File: config.mk
export PLATFORM = sky130hd
export DESIGN_NAME = paging_recommendation_ie_parser
export DESIGN_NICKNAME = d
export VERILOG_FILES = /design/src/rtl/core/prie_pkg.sv /design/src/rtl/core/prie_parse.sv /design/src/rtl/core/paging_recommendation_ie_parser.sv
export VERILOG_INCLUDE_DIRS = /design/src /design/src/rtl/core
export SDC_FILE = /design/constraint.sdc
export NUM_CORES = 1
export LEC_CHECK = 0
export ABC_CLOCK_PERIOD_IN_PS = 7200
export BUFFER_PORTS_ARGS = -buffer_cell sky130_fd_sc_hd__buf_4
export CORE_ASPECT_RATIO = 0.6
export CORE_MARGIN = 8
export CORE_UTILIZATION = 40
export DETAILED_ROUTE_END_ITERATION = 8
export GPL_TIMING_DRIVEN = 0
export PLACE_DENSITY = 0.71
export SLEW_MARGIN = 20
export SYNTH_ARGS = -nofsm -noshare
export SYNTH_HDL_FRONTEND = slang
export SYNTH_SLANG_ARGS = --single-unit
File: constraint.sdc
create_clock -name clk -period 7.2 [get_ports clk]
set_input_delay 0.36 -clock clk [delete_from_list [all_inputs] [get_ports clk]]
set_output_delay 0.36 -clock clk [all_outputs]
set_load 0.005 [all_outputs]
File: src/rtl/core/paging_recommendation_ie_parser_macros.svh
// assertion helpers for the paging recommendation element parser
`ifndef PAGING_RECOMMENDATION_IE_PARSER_MACROS_SVH
`define PAGING_RECOMMENDATION_IE_PARSER_MACROS_SVH

`ifndef ASSERT_OFF

// antecedent implies consequent in the same cycle
`define PRIE_ASSERT_IMP(label, clk, rst_n, ante, cons) \
    label: assert property (@(posedge clk) disable iff (!rst_n) (ante) |-> (cons)) \
        else $error("prie assertion failed");

// antecedent implies consequent in the next cycle
`define PRIE_ASSERT_NXT(label, clk, rst_n, ante, cons) \
    label: assert property (@(posedge clk) disable iff (!rst_n) (ante) |=> (cons)) \
        else $error("prie assertion failed");

`else

`define PRIE_ASSERT_IMP(label, clk, rst_n, ante, cons)
`define PRIE_ASSERT_NXT(label, clk, rst_n, ante, cons)

`endif

`endif

File: src/rtl/core/prie_pkg.sv
package prie_pkg;

    localparam int MAX_CELLS_DEF = 16;
    localparam int MAX_ENBS_DEF  = 16;
    localparam int CNT_W         = 5;

    localparam logic [15:0] TAG_CELL = 16'd214;
    localparam logic [15:0] TAG_ENB  = 16'd215;

    localparam logic [7:0] CRIT_MASK   = 8'hc0;
    localparam logic [7:0] CHOICE_MASK = 8'h10;
    localparam logic [7:0] MACRO_MASK  = 8'hc0;

    // byte positions inside an item
    localparam logic [3:0] POS_TAG_HI       = 4'd0;
    localparam logic [3:0] POS_TAG_LO       = 4'd1;
    localparam logic [3:0] POS_CRIT         = 4'd2;
    localparam logic [3:0] POS_CHOICE       = 4'd4;
    localparam logic [3:0] POS_PLMN_FIRST   = 4'd5;
    localparam logic [3:0] POS_PLMN_LAST    = 4'd7;
    localparam logic [3:0] POS_CELL_ID_LO   = 4'd8;
    localparam logic [3:0] POS_CELL_ID_HI   = 4'd11;
    localparam logic [3:0] POS_STAY_HI      = 4'd12;
    localparam logic [3:0] POS_CELL_LAST    = 4'd13;
    localparam logic [3:0] POS_MACRO        = 4'd8;
    localparam logic [3:0] POS_ENB_ID_FIRST = 4'd9;
    localparam logic [3:0] POS_ENB_ID_MID   = 4'd10;
    localparam logic [3:0] POS_ENB_LAST     = 4'd11;

    typedef enum logic [1:0] {
        PH_IDLE,
        PH_CELLS,
        PH_ENB_HDR,
        PH_ENBS
    } phase_t;

    typedef enum logic {
        KIND_CELL,
        KIND_ENB
    } kind_t;

    typedef enum logic [1:0] {
        ERR_NONE,
        ERR_CELL_TAG,
        ERR_ENB_TAG,
        ERR_ENB_CHOICE
    } err_t;

    typedef struct packed {
        kind_t        item_kind;
        logic [1:0]   criticality;
        logic [23:0]  plmn_id;
        logic [31:0]  identity;
        logic [15:0]  stay_time;
        logic [3:0]   item_number;
        logic         last_item;
        err_t         error_code;
    } res_t;

endpackage

File: src/rtl/core/prie_parse.sv
module prie_parse
    import prie_pkg::*;
#(
    parameter int MAX_CELLS = MAX_CELLS_DEF,
    parameter int MAX_ENBS  = MAX_ENBS_DEF
)
(
    input  logic       clk,
    input  logic       rst_n,
    input  logic       step,
    input  logic [7:0] data_byte,
    input  logic       msg_start,
    output logic       res_valid,
    output res_t       res
);

    localparam logic [CNT_W-1:0] MAX_C = CNT_W'(MAX_CELLS);
    localparam logic [CNT_W-1:0] MAX_E = CNT_W'(MAX_ENBS);

    phase_t           phase_reg, phase_next;
    logic [3:0]       pos_reg, pos_next;
    logic [CNT_W-1:0] items_reg, items_next;
    logic [3:0]       index_reg, index_next;
    logic [7:0]       tag_hi_reg, tag_hi_next;
    logic [1:0]       crit_reg, crit_next;
    logic [23:0]      plmn_reg, plmn_next;
    logic [31:0]      id_reg, id_next;
    logic [7:0]       stay_hi_reg, stay_hi_next;

    logic             fail;
    logic             done;
    logic             last_enb;
    err_t             err;
    logic [CNT_W-1:0] items_dec;
    logic [CNT_W-1:0] cell_cnt;
    logic [CNT_W-1:0] enb_cnt;

    assign items_dec = items_reg - CNT_W'(1);
    assign last_enb  = (items_reg <= CNT_W'(1));

    always_comb
    begin
        cell_cnt = {1'b0, data_byte[3:0]} + CNT_W'(1);
        if (cell_cnt > MAX_C)
        begin
            cell_cnt = MAX_C;
        end
        enb_cnt = {1'b0, data_byte[5:2]} + CNT_W'(1);
        if (enb_cnt > MAX_E)
        begin
            enb_cnt = MAX_E;
        end
    end

    // item checks and completion
    always_comb
    begin
        fail = 1'b0;
        done = 1'b0;
        err  = ERR_NONE;
        if (!msg_start)
        begin
            unique case (phase_reg)
                PH_CELLS:
                begin
                    if (pos_reg == POS_TAG_LO && {tag_hi_reg, data_byte} != TAG_CELL)
                    begin
                        fail = 1'b1;
                        err  = ERR_CELL_TAG;
                    end
                    else if (pos_reg >= POS_CELL_LAST)
                    begin
                        done = 1'b1;
                    end
                end
                PH_ENBS:
                begin
                    if (pos_reg == POS_TAG_LO && {tag_hi_reg, data_byte} != TAG_ENB)
                    begin
                        fail = 1'b1;
                        err  = ERR_ENB_TAG;
                    end
                    else if ((pos_reg == POS_CHOICE && (data_byte & CHOICE_MASK) != 8'd0)
                        || (pos_reg == POS_MACRO && (data_byte & MACRO_MASK) != 8'd0))
                    begin
                        fail = 1'b1;
                        err  = ERR_ENB_CHOICE;
                    end
                    else if (pos_reg >= POS_ENB_LAST)
                    begin
                        done = 1'b1;
                    end
                end
                default:
                begin
                end
            endcase
        end
    end

    // phase sequencing
    always_comb
    begin
        phase_next = phase_reg;
        if (msg_start)
        begin
            phase_next = PH_CELLS;
        end
        else
        begin
            unique case (phase_reg)
                PH_ENB_HDR: phase_next = PH_ENBS;
                PH_CELLS:
                begin
                    if (fail)
                    begin
                        phase_next = PH_IDLE;
                    end
                    else if (done && items_dec == '0)
                    begin
                        phase_next = PH_ENB_HDR;
                    end
                end
                PH_ENBS:
                begin
                    if (fail || (done && last_enb))
                    begin
                        phase_next = PH_IDLE;
                    end
                end
                default: phase_next = phase_reg;
            endcase
        end
    end

    // field capture and counters
    always_comb
    begin
        pos_next     = pos_reg;
        items_next   = items_reg;
        index_next   = index_reg;
        tag_hi_next  = tag_hi_reg;
        crit_next    = crit_reg;
        plmn_next    = plmn_reg;
        id_next      = id_reg;
        stay_hi_next = stay_hi_reg;
        if (msg_start || phase_reg == PH_ENB_HDR)
        begin
            items_next   = msg_start ? cell_cnt : enb_cnt;
            index_next   = '0;
            pos_next     = '0;
            tag_hi_next  = '0;
            crit_next    = '0;
            plmn_next    = '0;
            id_next      = '0;
            stay_hi_next = '0;
        end
        else if (phase_reg == PH_CELLS || phase_reg == PH_ENBS)
        begin
            pos_next = pos_reg + 4'd1;
            if (pos_reg == POS_TAG_HI)
            begin
                tag_hi_next = data_byte;
            end
            if (pos_reg == POS_CRIT)
            begin
                crit_next = data_byte[7:6];
            end
            if (pos_reg >= POS_PLMN_FIRST && pos_reg <= POS_PLMN_LAST)
            begin
                plmn_next = {plmn_reg[15:0], data_byte};
            end
            if (phase_reg == PH_CELLS)
            begin
                if (pos_reg >= POS_CELL_ID_LO && pos_reg <= POS_CELL_ID_HI)
                begin
                    id_next = {id_reg[23:0], data_byte};
                end
                if (pos_reg == POS_STAY_HI)
                begin
                    stay_hi_next = data_byte;
                end
            end
            else if (pos_reg == POS_ENB_ID_FIRST || pos_reg == POS_ENB_ID_MID)
            begin
                id_next = {8'd0, id_reg[15:0], data_byte};
            end
            if (fail)
            begin
                pos_next   = '0;
                items_next = '0;
            end
            else if (done)
            begin
                items_next   = (phase_reg == PH_ENBS && last_enb) ? '0 : items_dec;
                index_next   = index_reg + 4'd1;
                pos_next     = '0;
                tag_hi_next  = '0;
                crit_next    = '0;
                plmn_next    = '0;
                id_next      = '0;
                stay_hi_next = '0;
            end
        end
    end

    always_comb
    begin
        res_valid       = step && (fail || done);
        res.item_kind   = (phase_reg == PH_ENBS) ? KIND_ENB : KIND_CELL;
        res.item_number = index_reg;
        res.error_code  = err;
        res.criticality = '0;
        res.plmn_id     = '0;
        res.identity    = '0;
        res.stay_time   = '0;
        res.last_item   = 1'b1;
        if (!fail)
        begin
            res.criticality = crit_reg;
            res.plmn_id     = plmn_reg;
            if (phase_reg == PH_ENBS)
            begin
                res.identity  = {8'd0, id_reg[15:0], data_byte};
                res.last_item = last_enb;
            end
            else
            begin
                res.identity  = id_reg;
                res.stay_time = {stay_hi_reg, data_byte};
                res.last_item = 1'b0;
            end
        end
    end

    always_ff @(posedge clk or negedge rst_n)
    begin
        if (!rst_n)
        begin
            phase_reg   <= PH_IDLE;
            pos_reg     <= '0;
            items_reg   <= '0;
            index_reg   <= '0;
            tag_hi_reg  <= '0;
            crit_reg    <= '0;
            plmn_reg    <= '0;
            id_reg      <= '0;
            stay_hi_reg <= '0;
        end
        else if (step)
        begin
            phase_reg   <= phase_next;
            pos_reg     <= pos_next;
            items_reg   <= items_next;
            index_reg   <= index_next;
            tag_hi_reg  <= tag_hi_next;
            crit_reg    <= crit_next;
            plmn_reg    <= plmn_next;
            id_reg      <= id_next;
            stay_hi_reg <= stay_hi_next;
        end
    end

endmodule

File: src/rtl/core/paging_recommendation_ie_parser.sv
// an input beat is held in the input register, then its result in the result register
// throughput: one byte per cycle unless output stalls; one logic pass on the held byte
// a result waiting downstream stalls input only once the input register is also full
// reset clears the parser to idle, awaiting a byte flagged as message start
`include "paging_recommendation_ie_parser_macros.svh"

module paging_recommendation_ie_parser
    import prie_pkg::*;
#(
    parameter int MAX_CELLS = MAX_CELLS_DEF,
    parameter int MAX_ENBS  = MAX_ENBS_DEF
)
(
    input  logic        clk,
    input  logic        rst_n,
    input  logic        s_axis_tvalid,
    output logic        s_axis_tready,
    input  logic [7:0]  s_axis_tdata,   // data_byte
    input  logic        s_axis_tuser,   // msg_start
    output logic        m_axis_tvalid,
    input  logic        m_axis_tready,
    // criticality, plmn_id, identity, stay_time, item_number, error_code
    output logic [79:0] m_axis_tdata,
    output logic        m_axis_tuser,   // item_kind
    output logic        m_axis_tlast    // last_item
);

    logic       in_valid_reg;
    logic [7:0] byte_reg;
    logic       start_reg;
    logic       out_valid_reg;
    res_t       res_reg;
    logic       advance;
    logic       res_valid;
    res_t       res;

    assign advance       = in_valid_reg && (!out_valid_reg || m_axis_tready);
    assign s_axis_tready = !in_valid_reg || advance;

    prie_parse #(
        .MAX_CELLS (MAX_CELLS),
        .MAX_ENBS  (MAX_ENBS)
    ) u_parse (
        .clk       (clk),
        .rst_n     (rst_n),
        .step      (advance),
        .data_byte (byte_reg),
        .msg_start (start_reg),
        .res_valid (res_valid),
        .res       (res)
    );

    always_ff @(posedge clk or negedge rst_n)
    begin
        if (!rst_n)
        begin
            in_valid_reg  <= 1'b0;
            out_valid_reg <= 1'b0;
        end
        else
        begin
            if (s_axis_tready)
            begin
                in_valid_reg <= s_axis_tvalid;
            end
            if (advance)
            begin
                out_valid_reg <= res_valid;
            end
            else if (m_axis_tready)
            begin
                out_valid_reg <= 1'b0;
            end
        end
    end

    always_ff @(posedge clk)
    begin
        if (s_axis_tready && s_axis_tvalid)
        begin
            byte_reg  <= s_axis_tdata;
            start_reg <= s_axis_tuser;
        end
        if (advance && res_valid)
        begin
            res_reg <= res;
        end
    end

    assign m_axis_tvalid = out_valid_reg;
    assign m_axis_tuser  = res_reg.item_kind;
    assign m_axis_tlast  = res_reg.last_item;
    assign m_axis_tdata  = {res_reg.error_code, res_reg.item_number, res_reg.stay_time,
                            res_reg.identity, res_reg.plmn_id, res_reg.criticality};

    `PRIE_ASSERT_IMP(a_err_is_last, clk, rst_n, out_valid_reg && res_reg.error_code != ERR_NONE, res_reg.last_item)
    `PRIE_ASSERT_IMP(a_err_zero_payload, clk, rst_n, out_valid_reg && res_reg.error_code != ERR_NONE, res_reg.plmn_id == '0 && res_reg.identity == '0 && res_reg.stay_time == '0)
    `PRIE_ASSERT_IMP(a_cell_not_last, clk, rst_n, out_valid_reg && res_reg.item_kind == KIND_CELL && res_reg.error_code == ERR_NONE, !res_reg.last_item)
    `PRIE_ASSERT_NXT(a_byte_held, clk, rst_n, in_valid_reg && !advance, in_valid_reg && $stable(byte_reg))
    `PRIE_ASSERT_IMP(a_enb_no_stay, clk, rst_n, out_valid_reg && res_reg.item_kind == KIND_ENB, res_reg.stay_time == '0 && res_reg.identity[31:24] == '0)

endmodule

Yosys cells after proc, flatten, opt, wreduce, memory -nomap -nowiden. Cells that the tools add are included.

ROM bits: 0. Output and inout bits: 84. Memories: 0. Latch bits: 0. RAM bits: 0. Flip-flop bits (word level): 182. Bits of input ports: 13.

$lt $le $gt $ge: 9. Shift operators: 0. Multipliers: 0. Eq/ne operators: 15. Reduce and logical (&&, ||, !) cells: 36. Div/mod/pow operators: 0. Add/sub/neg operators: 5. Multiplexer cells: 70. Bitwise gates (word level): 0.

Operators with widths (count): 2-to-1 mux 32 bit (7); 2-to-1 mux 24 bit (6); 2-to-1 mux 8 bit (11); 2-to-1 mux 5 bit (8); 2-to-1 mux 4 bit (8); != test 16 x 8 -> 1 bit, second input constant (2); 2-to-1 mux 2 bit (11); == test 4 bit, second input constant (4); 2-to-1 mux 1 bit (15); logical AND 1 bit (13); >= comparator 4 bit, second input constant (3); adder 4 x 1 -> 5 bit, second input constant (2); greater-than comparator 5 bit, second input constant (2); adder 4 x 1 -> 4 bit, second input constant (2); logical OR 1 bit (8); AND reduction 4 bit (2); nonzero test 8 bit (1); case mux 2 bit (3 select lines) (1); nonzero test 2 bit (3); less-or-equal comparator 5 x 1 -> 1 bit, second input constant (1); zero test 5 bit (1); subtractor 5 x 1 -> 5 bit, second input constant (1); == test 2 bit, second input constant (2); == test 4 x 1 -> 1 bit, second input constant (1); 18 further kinds (20).

Logic depth before layout (Yosys ltp). Gate-level depths: netlist of the first run.

Depth after elaboration: 12. Depth in mapped cells: 10. Mapped depth without buffers: 9.

Hierarchy. Synthesis of the first run repeated with hierarchy kept, for this count alone.

Cell total of the unflattened synthesis: 600. Area, all modules: 7636.1 µm².

Modules (own cells, without submodules): prie_parse (cells each 499, sequential area each 2227.1 µm², area each 4794.6 µm², times used 1); paging_recommendation_ie_parser (cells each 101, sequential area each 2782.7 µm², area each 2841.5 µm², times used 1).

Worst setup path before layout of the first run. No wires, ideal clock.

Kind: reg-to-reg. Start point: register u_parse.pos_reg[1]. End point: register res_reg, in the netlist m_axis_tdata[0] (enable). Buffers on the path: 1. Setup slack: 1278 ps. Setup time: 523 ps. Stages on the path, launching flop included: 9. Clock period less this slack: 5922 ps. Data arrival time: 5399 ps. Required time: 6677 ps. Cells stage by stage: dfrtp_1 inv_1 ha_1 or3b_2 or3_1 o211ai_1 buf_2 nor2_1 nor2_1.

Longest elaborated chain between the ends: 10.

RTL lines: start, declared (RTL line prie_parse.sv:21) `logic [3:0] pos_reg, pos_next;`; start signal, assigned (RTL line prie_parse.sv:253) `pos_reg <= pos_next;`; parallel branches: the longest is 7 deep, another holds >= comparator 4 bit; logical OR 1 bit * (RTL line prie_parse.sv:209) `res_valid = step && (fail || done);`; logical AND 1 bit * (RTL line prie_parse.sv:209); logical AND 1 bit * (RTL line paging_recommendation_ie_parser.sv:84) `if (advance && res_valid)`; end signal, assigned (RTL line paging_recommendation_ie_parser.sv:86) `res_reg <= res;`; end, declared (RTL line paging_recommendation_ie_parser.sv:32) `res_t res_reg;`.

Every way passes the cells marked *. A chain may end at the register's enable or synchronous reset.

Worst setup path after layout of the first run.
Start point: register byte_reg[3]. End point: register res_reg, in the netlist m_axis_tdata[64] (enable).

Longest elaborated chain between the ends: 8.

RTL lines: start, declared (RTL line paging_recommendation_ie_parser.sv:29) `logic [7:0] byte_reg;`; start signal, assigned (RTL line paging_recommendation_ie_parser.sv:81) `byte_reg <= s_axis_tdata;`; != test 16 x 8 -> 1 bit (on tied branches) (RTL line prie_parse.sv:78, prie_parse.sv:66); logical AND 1 bit (on tied branches) (RTL line prie_parse.sv:78, prie_parse.sv:66); 2-to-1 mux 1 bit (on tied branches) (RTL line prie_parse.sv:78, prie_parse.sv:66); case mux 1 bit (2 select lines) (RTL line prie_parse.sv:63) `unique case (phase_reg)`; 2-to-1 mux 1 bit (RTL line prie_parse.sv:61) `if (!msg_start)`; logical OR 1 bit * (RTL line prie_parse.sv:209); logical AND 1 bit * (RTL line prie_parse.sv:209); logical AND 1 bit * (RTL line paging_recommendation_ie_parser.sv:84).

Every way passes the cells marked *; elsewhere a longest branch is shown, timed or not.

==> results of run 1 <==
[cell type report]
type / count / share of cell area (%)
Antenna cell: 1 / 0.0267
Buffer: 35 / 1.65
Clock buffer: 18 / 4.57
Clock inverter: 14 / 2.01
Inverter: 14 / 0.560
Multi-Input combinational cell: 347 / 26.4
Sequential cell: 182 / 53.4
Tap cell: 246 / 3.28
Timing Repair Buffer: 98 / 8.15
[layer usage]
metal	vias up	track usage, %
li1	2383	-
met1	2611	22.7
met3	29	5.33
met2	215	22.8
met5	-	0
met4	0	4.67
[critical path: cells and delay by family, from the launching register on]
family	cells	cell delay (ps)
buffers and inverters	4	1380
and+or+nand+nor	5	1330
DFF	1	360
AOI/OAI and AO/OA	1	250
adders and majority gates	1	240
[synth_stat cells (4+ instances only)]
library cell  count
buf_2            16
mux2i_1          25
nand2b_1          6
dfrtp_1          91
a22o_1           73
o21ai_0          21
nand3_1           8
and3_1            4
nor2_1           43
a21oi_1           7
nor3b_1           4
and2_1           48
o21ai_1           5
ha_1             15
clkbuf_1         16
nand2_1          20
nor3_1           11
inv_1            14
a31oi_1           6
edfxtp_1         91
[worst max path at each step]
stage / start / endpoint / slack [ps] / cells past startpoint
6_report: byte_reg[3] / m_axis_tdata[64] / 3310 / 11
5_1_grt: byte_reg[3] / m_axis_tdata[70] / 3090 / 11
4_1_cts: byte_reg[3] / m_axis_tdata[64] / 3380 / 11
3_5_place_dp: byte_reg[3] / m_axis_tdata[64] / 3430 / 11
3_3_place_gp: byte_reg[3] / m_axis_tdata[59] / -450 / 10
2_1_floorplan: u_parse.pos_reg[1] / m_axis_tdata[0] / 1280 / 8
[logic make-up after synthesis]
group / share of synthesized area, %
mux: 3.26
fa+ha+maj: 2.44
compound gates: 14.0
simple gates: 12.0
flops: 65.2
buf+inv: 2.70
xor+xnor: 0.456
[stage by stage]
step	setup WS [ps]	std cells	power (mW)	util [%]
6_report	3310	955	3.05	49.6
5_1_grt	3090	954	3.20	49.6
4_1_cts	3380	954	3.06	49.6
3_5_place_dp	3430	922	2.08	46.3
3_3_place_gp	-446	920	2.06	46.0
2_1_floorplan	1280	578	1.79	-
[where the power goes]
part / switching [mW] / internal [mW] / total [mW] / leakage, nW
Sequential: 0.0707 / 1.23 / 1.30 / 2.11
Combinational: 0.490 / 0.283 / 0.773 / 1.63
Clock: 0.425 / 0.557 / 0.982 / 0.299
Total: 0.985 / 2.07 / 3.05 / 4.04
==> summary.md, run 1 <==
| Metric | Value |
|---|---|
| Status | finished with violations |
| Failing checks | hold timing |
| Max Freq | approximately 260 MHz |
| Core region area | around 19000 um^2 |
| Tightest Pin Transition | 864 ps |
| Predominant post-synthesis flop cell | edfxtp_1 |
| Cell area after layout | approximately 9400 um^2 |
| RSZ-0062 raised after global routing | false |
| Initial antenna violation count | 0 |
| Max-cap check violation count | 0 |
| Post-CTS Repair Setup Buffers | 0 |
| Critical R2R Launch | byte_reg[3] |
| Met2 WL post-DR | 7.98 mm |
| Critical Path Max Stage Delay | around 640 ps |
| Cts repair resizes | 0 |
| First-pass GRT wire length | about 30 mm |
| Drt total wl | around 19 mm |
| Initial Util | about 41% |
| CP startpoint kind | flop |
| Clock Path Buffers | 2 |
| Tot GR Track Use | between 10% and 20% |
| Top cells by area in the synthesized netlist | edfxtp_1 (36%), dfrtp_1 (30%), a22o_1 (8.3%) |
| Commonest non-fill, non-tap cell in the layout | buf_4 |
| Final hold vios | 5 |
| Hold-fix buffers, CTS | 0 |
| Die extent in y | 123 um |
| Share of cells above drive strength 1 | between 20% and 30% |
| DRT iter0 DRCs | between 400 and 500 |
| Worst EP arrival | 4020 ps |
| Pleak | just over 4 nW |
| Mean Syn Cell Area | about 13 um^2 |
| Warnings from Yosys | 0 |
| Met3 routed WL | about 1.4 mm |
| CP max stage cell | nor2_4 |
| Slew Viols, Final | 0 |
| Clk sink count | between 150 and 200 |
| Detailed placement HPWL | roughly 13 mm |
| Chip Width | roughly 200 um |
| Max VDD drop | roughly 0.18 mV |
| Max layer used | met4 |
| Root buffer cell | clkbuf_16 |
| Clk Latency, worst-skew pair | 430 ps |
| Tmin final | ~3900 ps |
| Vias in the first global route | 5337 |
| Area grow syn2layout | 22.1% |
| Clk pin slew, worst setup/hold paths | 70 ps |
| Cells after Synth | 578 |
| Cell area after placement | a little under 9000 um^2 |
| Reg2reg path depth | 11 |
| Post-Route M1 WL | around 9.2 mm |
| Register area | about 5000 um^2 |
| Final #Nets | approximately 720 |
| #FFs+latches synth | ~180 |
| Largest net degree at the start of global routing | between 90 and 100 |
| R2R Path End | m_axis_tdata[64] |
| Worst Setup End Kind | flop |
| Net count after synthesis | a little over 600 |
| Register area share after synthesis | 65.2% |
| I/O Buffers | 96 |
| DRC | 0 |
| Synth Cell Area | between 7000 and 8000 um^2 |
| Ports | slightly below 100 |
| Pwr/cell area | 325 nW/um^2 |
| EDFF count, synth | 91 |
| WHS | -12.3 ps |
| Final setup viols | 0 |
| Routed WL per cell | 19.8 um |
| Vias | about 5200 |
| Slew margin rel. | 42.4% |
| # rows | 39 |
| Total CTS buffers | 17 |
| HP Class | input port to asynchronous set/reset pin |
| Ys async rst share | roughly 50% |
| CP Class | flop to flop |
| Crit Path Max Fanout | 32 |
| Final worst path period share | 54.1% |
| CP Cell Sequence | clkbuf_1, inv_1, ha_1, nand2b_1, nor4_1, or3_1, o211ai_1, buf_2, nor2_1, nor2_4, buf_12 |
| GP Congestion | ~0.85 |
| Congestion Overflow GR | 0 |
| Commonest cells after routing, fill and taps aside | buf_4 (96), edfxtp_1 (91), dfrtp_1 (91) |
| Yosys cell types | 55 |
| CTS H-tree depth | 4 |
| Footprint of the multi-input gates | ~2500 um^2 |
| ANT nets after route | 0 |
| CTS tree | yes |
| Worst Skew | a little over 9 ps |
| Synth area leader | edfxtp_1 |
| First-pass iteration count of the detailed router | 5 |
| # fillers | 1646 |
| Via density | 5.48 |
| CP required | approximately 7300 ps |
| Flop2flop setup slack | approximately 3300 ps |
| Setup total negative slack | 0 ps |
| Die area | between 20000 and 25000 um^2 |
| Post-synth top area share | a little over a third |
| Max FFs per register | 80 |
No activity file was read; power rests on OpenSTA's default activity.
==> run 2: changes to the inputs <==
ABC_CLOCK_PERIOD_IN_PS = 3200   (was 7200)
PLACE_DENSITY = 0.73   (was 0.71)
clock period = 3.2 ns   (was 7.2 ns; I/O delays follow)
==> run 2 against run 1 <==
The flow now finishes without violations. Clock skew down 0.95 ps. Global-route usage down 0.13 points. Register-to-register slack worse by 3200 ps. Final area up 2.2%. Fmax up 26%. Critical path type unchanged. Critical endpoint is now m_axis_tdata[22]. Highest routed layer unchanged.
==> summary.md, run 2 (synthesis results as in run 1) <==
| Metric | Value |
|---|---|
| Cell area after layout | 9590 um^2 (+2.2%) |
| Detailed placement HPWL | 12.7 mm (-4.4%) |
| Critical R2R Launch | byte_reg[3] |
| Congestion Overflow GR | 0 (unchanged) |
| First-pass GRT wire length | 29.3 mm (-1.9%) |
| I/O Buffers | 96 (unchanged) |
| Drt total wl | 18.7 mm (-1.1%) |
| CTS tree | yes |
| Slew Viols, Final | 0 (unchanged) |
| Max-cap check violation count | 0 (unchanged) |
| Chip Width | 195 um (unchanged) |
| Status | finished clean |
| Routed WL per cell | 19.3 um (-2.8%) |
| Crit Path Max Fanout | 25 (-22%) |
| Pwr/cell area | 716 nW/um^2 (+120%) |
| ANT cells | 0 (-1) |
| Clock Path Buffers | 2 (unchanged) |
| Place WS | -269 ps (-3700 ps) |
| DRC | 0 (unchanged) |
| Clk pin slew, worst setup/hold paths | 70 ps (about the same) |
| Total CTS buffers | 17 (unchanged) |
| Root buffer cell | clkbuf_16 |
| Vias in the first global route | 5123 (-4.0%) |
| Slew margin rel. | 41.7% (-0.70 points) |
| Tot GR Track Use | 15.8% (-0.13 points) |
| First-pass iteration count of the detailed router | 5 (unchanged) |
| Initial Util | 40.6% (unchanged) |
| CTS H-tree depth | 4 (unchanged) |
| Worst EP arrival | 3270 ps (-750 ps) |
| GP Congestion | 0.876 (+3.0%) |
| Commonest cells after routing, fill and taps aside | buf_4 (102), edfxtp_1 (91), dfrtp_1 (91) |
| CP required | 3390 ps (-3930 ps) |
| Tightest Pin Transition | 875 ps (+10.5 ps) |
| DRT iter0 DRCs | 480 (+7.4%) |
| Worst Setup End Kind | flop |
| Reg2reg path depth | 12 (+1) |
| Die area | 24000 um^2 (unchanged) |
| ANT nets after route | 0 (unchanged) |
| Worst Skew | 8.25 ps (-0.954 ps) |
| Clk Latency, worst-skew pair | 430 ps (about the same) |
| Vias | 5293 (+1.1%) |
| CP startpoint kind | flop |
| Largest net degree at the start of global routing | 92 (unchanged) |
| Final #Nets | 740 (+2.4%) |
| WHS | 342 ps (+354 ps) |
| Die extent in y | 123 um (unchanged) |
| Core region area | 18900 um^2 (unchanged) |
| Pleak | 4.14 nW (+2.4%) |
| Share of cells above drive strength 1 | 23.6% (+1.1 points) |
| Cell area after placement | 8820 um^2 (+0.66%) |
| Ports | 97 (unchanged) |
| Final hold vios | 0 (-5) |
| CP startpoint | byte_reg[3] |
| Max Freq | 324 MHz (+26%) |
| Final Total Pwr | 6.87 mW (+120%) |
| # rows | 39 (unchanged) |
| Tmin final | 3080 ps (-811 ps) |
| Final worst path period share | 96.3% (+42 points) |
| Setup WS post-layout | 117 ps (-3190 ps) |
| # fillers | 1652 (+0.36%) |
| Max VDD drop | 0.427 mV (+130%) |
| Initial antenna violation count | 0 (unchanged) |
| Max FFs per register | 80 (unchanged) |
| HP Class | input port to asynchronous set/reset pin |
| CP Class | flop to flop |
| Clk sink count | 182 (unchanged) |
| RSZ-0062 raised after global routing | false |
| Area grow syn2layout | 24.8% |
| Final setup viols | 0 (unchanged) |
| Via density | 5.45 (-0.62%) |
| Commonest non-fill, non-tap cell in the layout | buf_4 |
run 2: cell count changes in the layout (fill, tap and decap cells not counted), sizes merged:
| cell | before | now |
|---|---|---|
| buf | 117 | 125 |
| bufinv | 3 | 2 |
| clkbuf | 34 | 32 |
| clkinvlp | 1 | 2 |
| diode | 1 | 0 |
| dlygate4sd3 | 0 | 12 |
| inv | 20 | 19 |
run 2: repair_timing:
action	4_1_cts	5_1_grt
resized for setup	1	3
endpoints found under the setup margin	72	75
setup buffers	4	2
pin swaps	2	2
hold endpoints to repair	102	0
hold buffers	12	0
run 2: path summary, 6_finish.rpt:
kind	end	slack, ps
max	m_axis_tdata[22]	120
min	u_parse.id_reg[1]	340
max reg2reg	m_axis_tdata[22]	120
min reg2reg	m_axis_tdata[77]	470
max in group asynchronous	u_parse.items_reg[4]	2230
min in group clk	byte_reg[6]	450
run 2: power by group:
part	switching (mW)	internal, mW
logic	1.10	0.693
registers	0.167	2.77
clock network	0.934	1.21
total	2.20	4.67
run 2: cell type report:
cell class / instances / area [um^2] / area share, %
Timing Repair Buffer: 117 / 957 / 9.98
Clock buffer: 19 / 454 / 4.74
Buffer: 33 / 155 / 1.62
Tap cell: 246 / 308 / 3.21
Multi-Input combinational cell: 347 / 2510 / 26.2
Clock inverter: 13 / 143 / 1.49
Sequential cell: 182 / 5010 / 52.3
Inverter: 14 / 52.6 / 0.548
run 2: critical path, cell delays in order, from the launching register on:
cell and delay [ps]:
edfxtp_1 380, buf_2 230, inv_1 160, ha_1 170, nand2b_1 90, or4_4 530
nor3_4 230, o211ai_1 260, buf_6 230, nor2_4 130, nor2_4 50, buf_12 180
buf_16 180
run 2: per-layer routing:
| metal | up-vias | routed length (um) | track usage [%] |
|---|---|---|---|
| li1 | 2414 | - | - |
| met1 | 2621 | 9140 | 23.3 |
| met2 | 231 | 7630 | 21.4 |
| met3 | 27 | 1790 | 5.82 |
| met4 | 0 | 176 | 4.10 |
| met5 | - | 0 | 0 |
run 2: metrics by stage:
stage,cells,utilization [%],TNS [ps]
2_1_floorplan,578,-,-19470
3_3_place_gp,920,46.2,-104480
3_5_place_dp,923,46.6,-9620
4_1_cts,969,50.5,0
5_1_grt,971,50.6,0
6_report,971,50.6,0
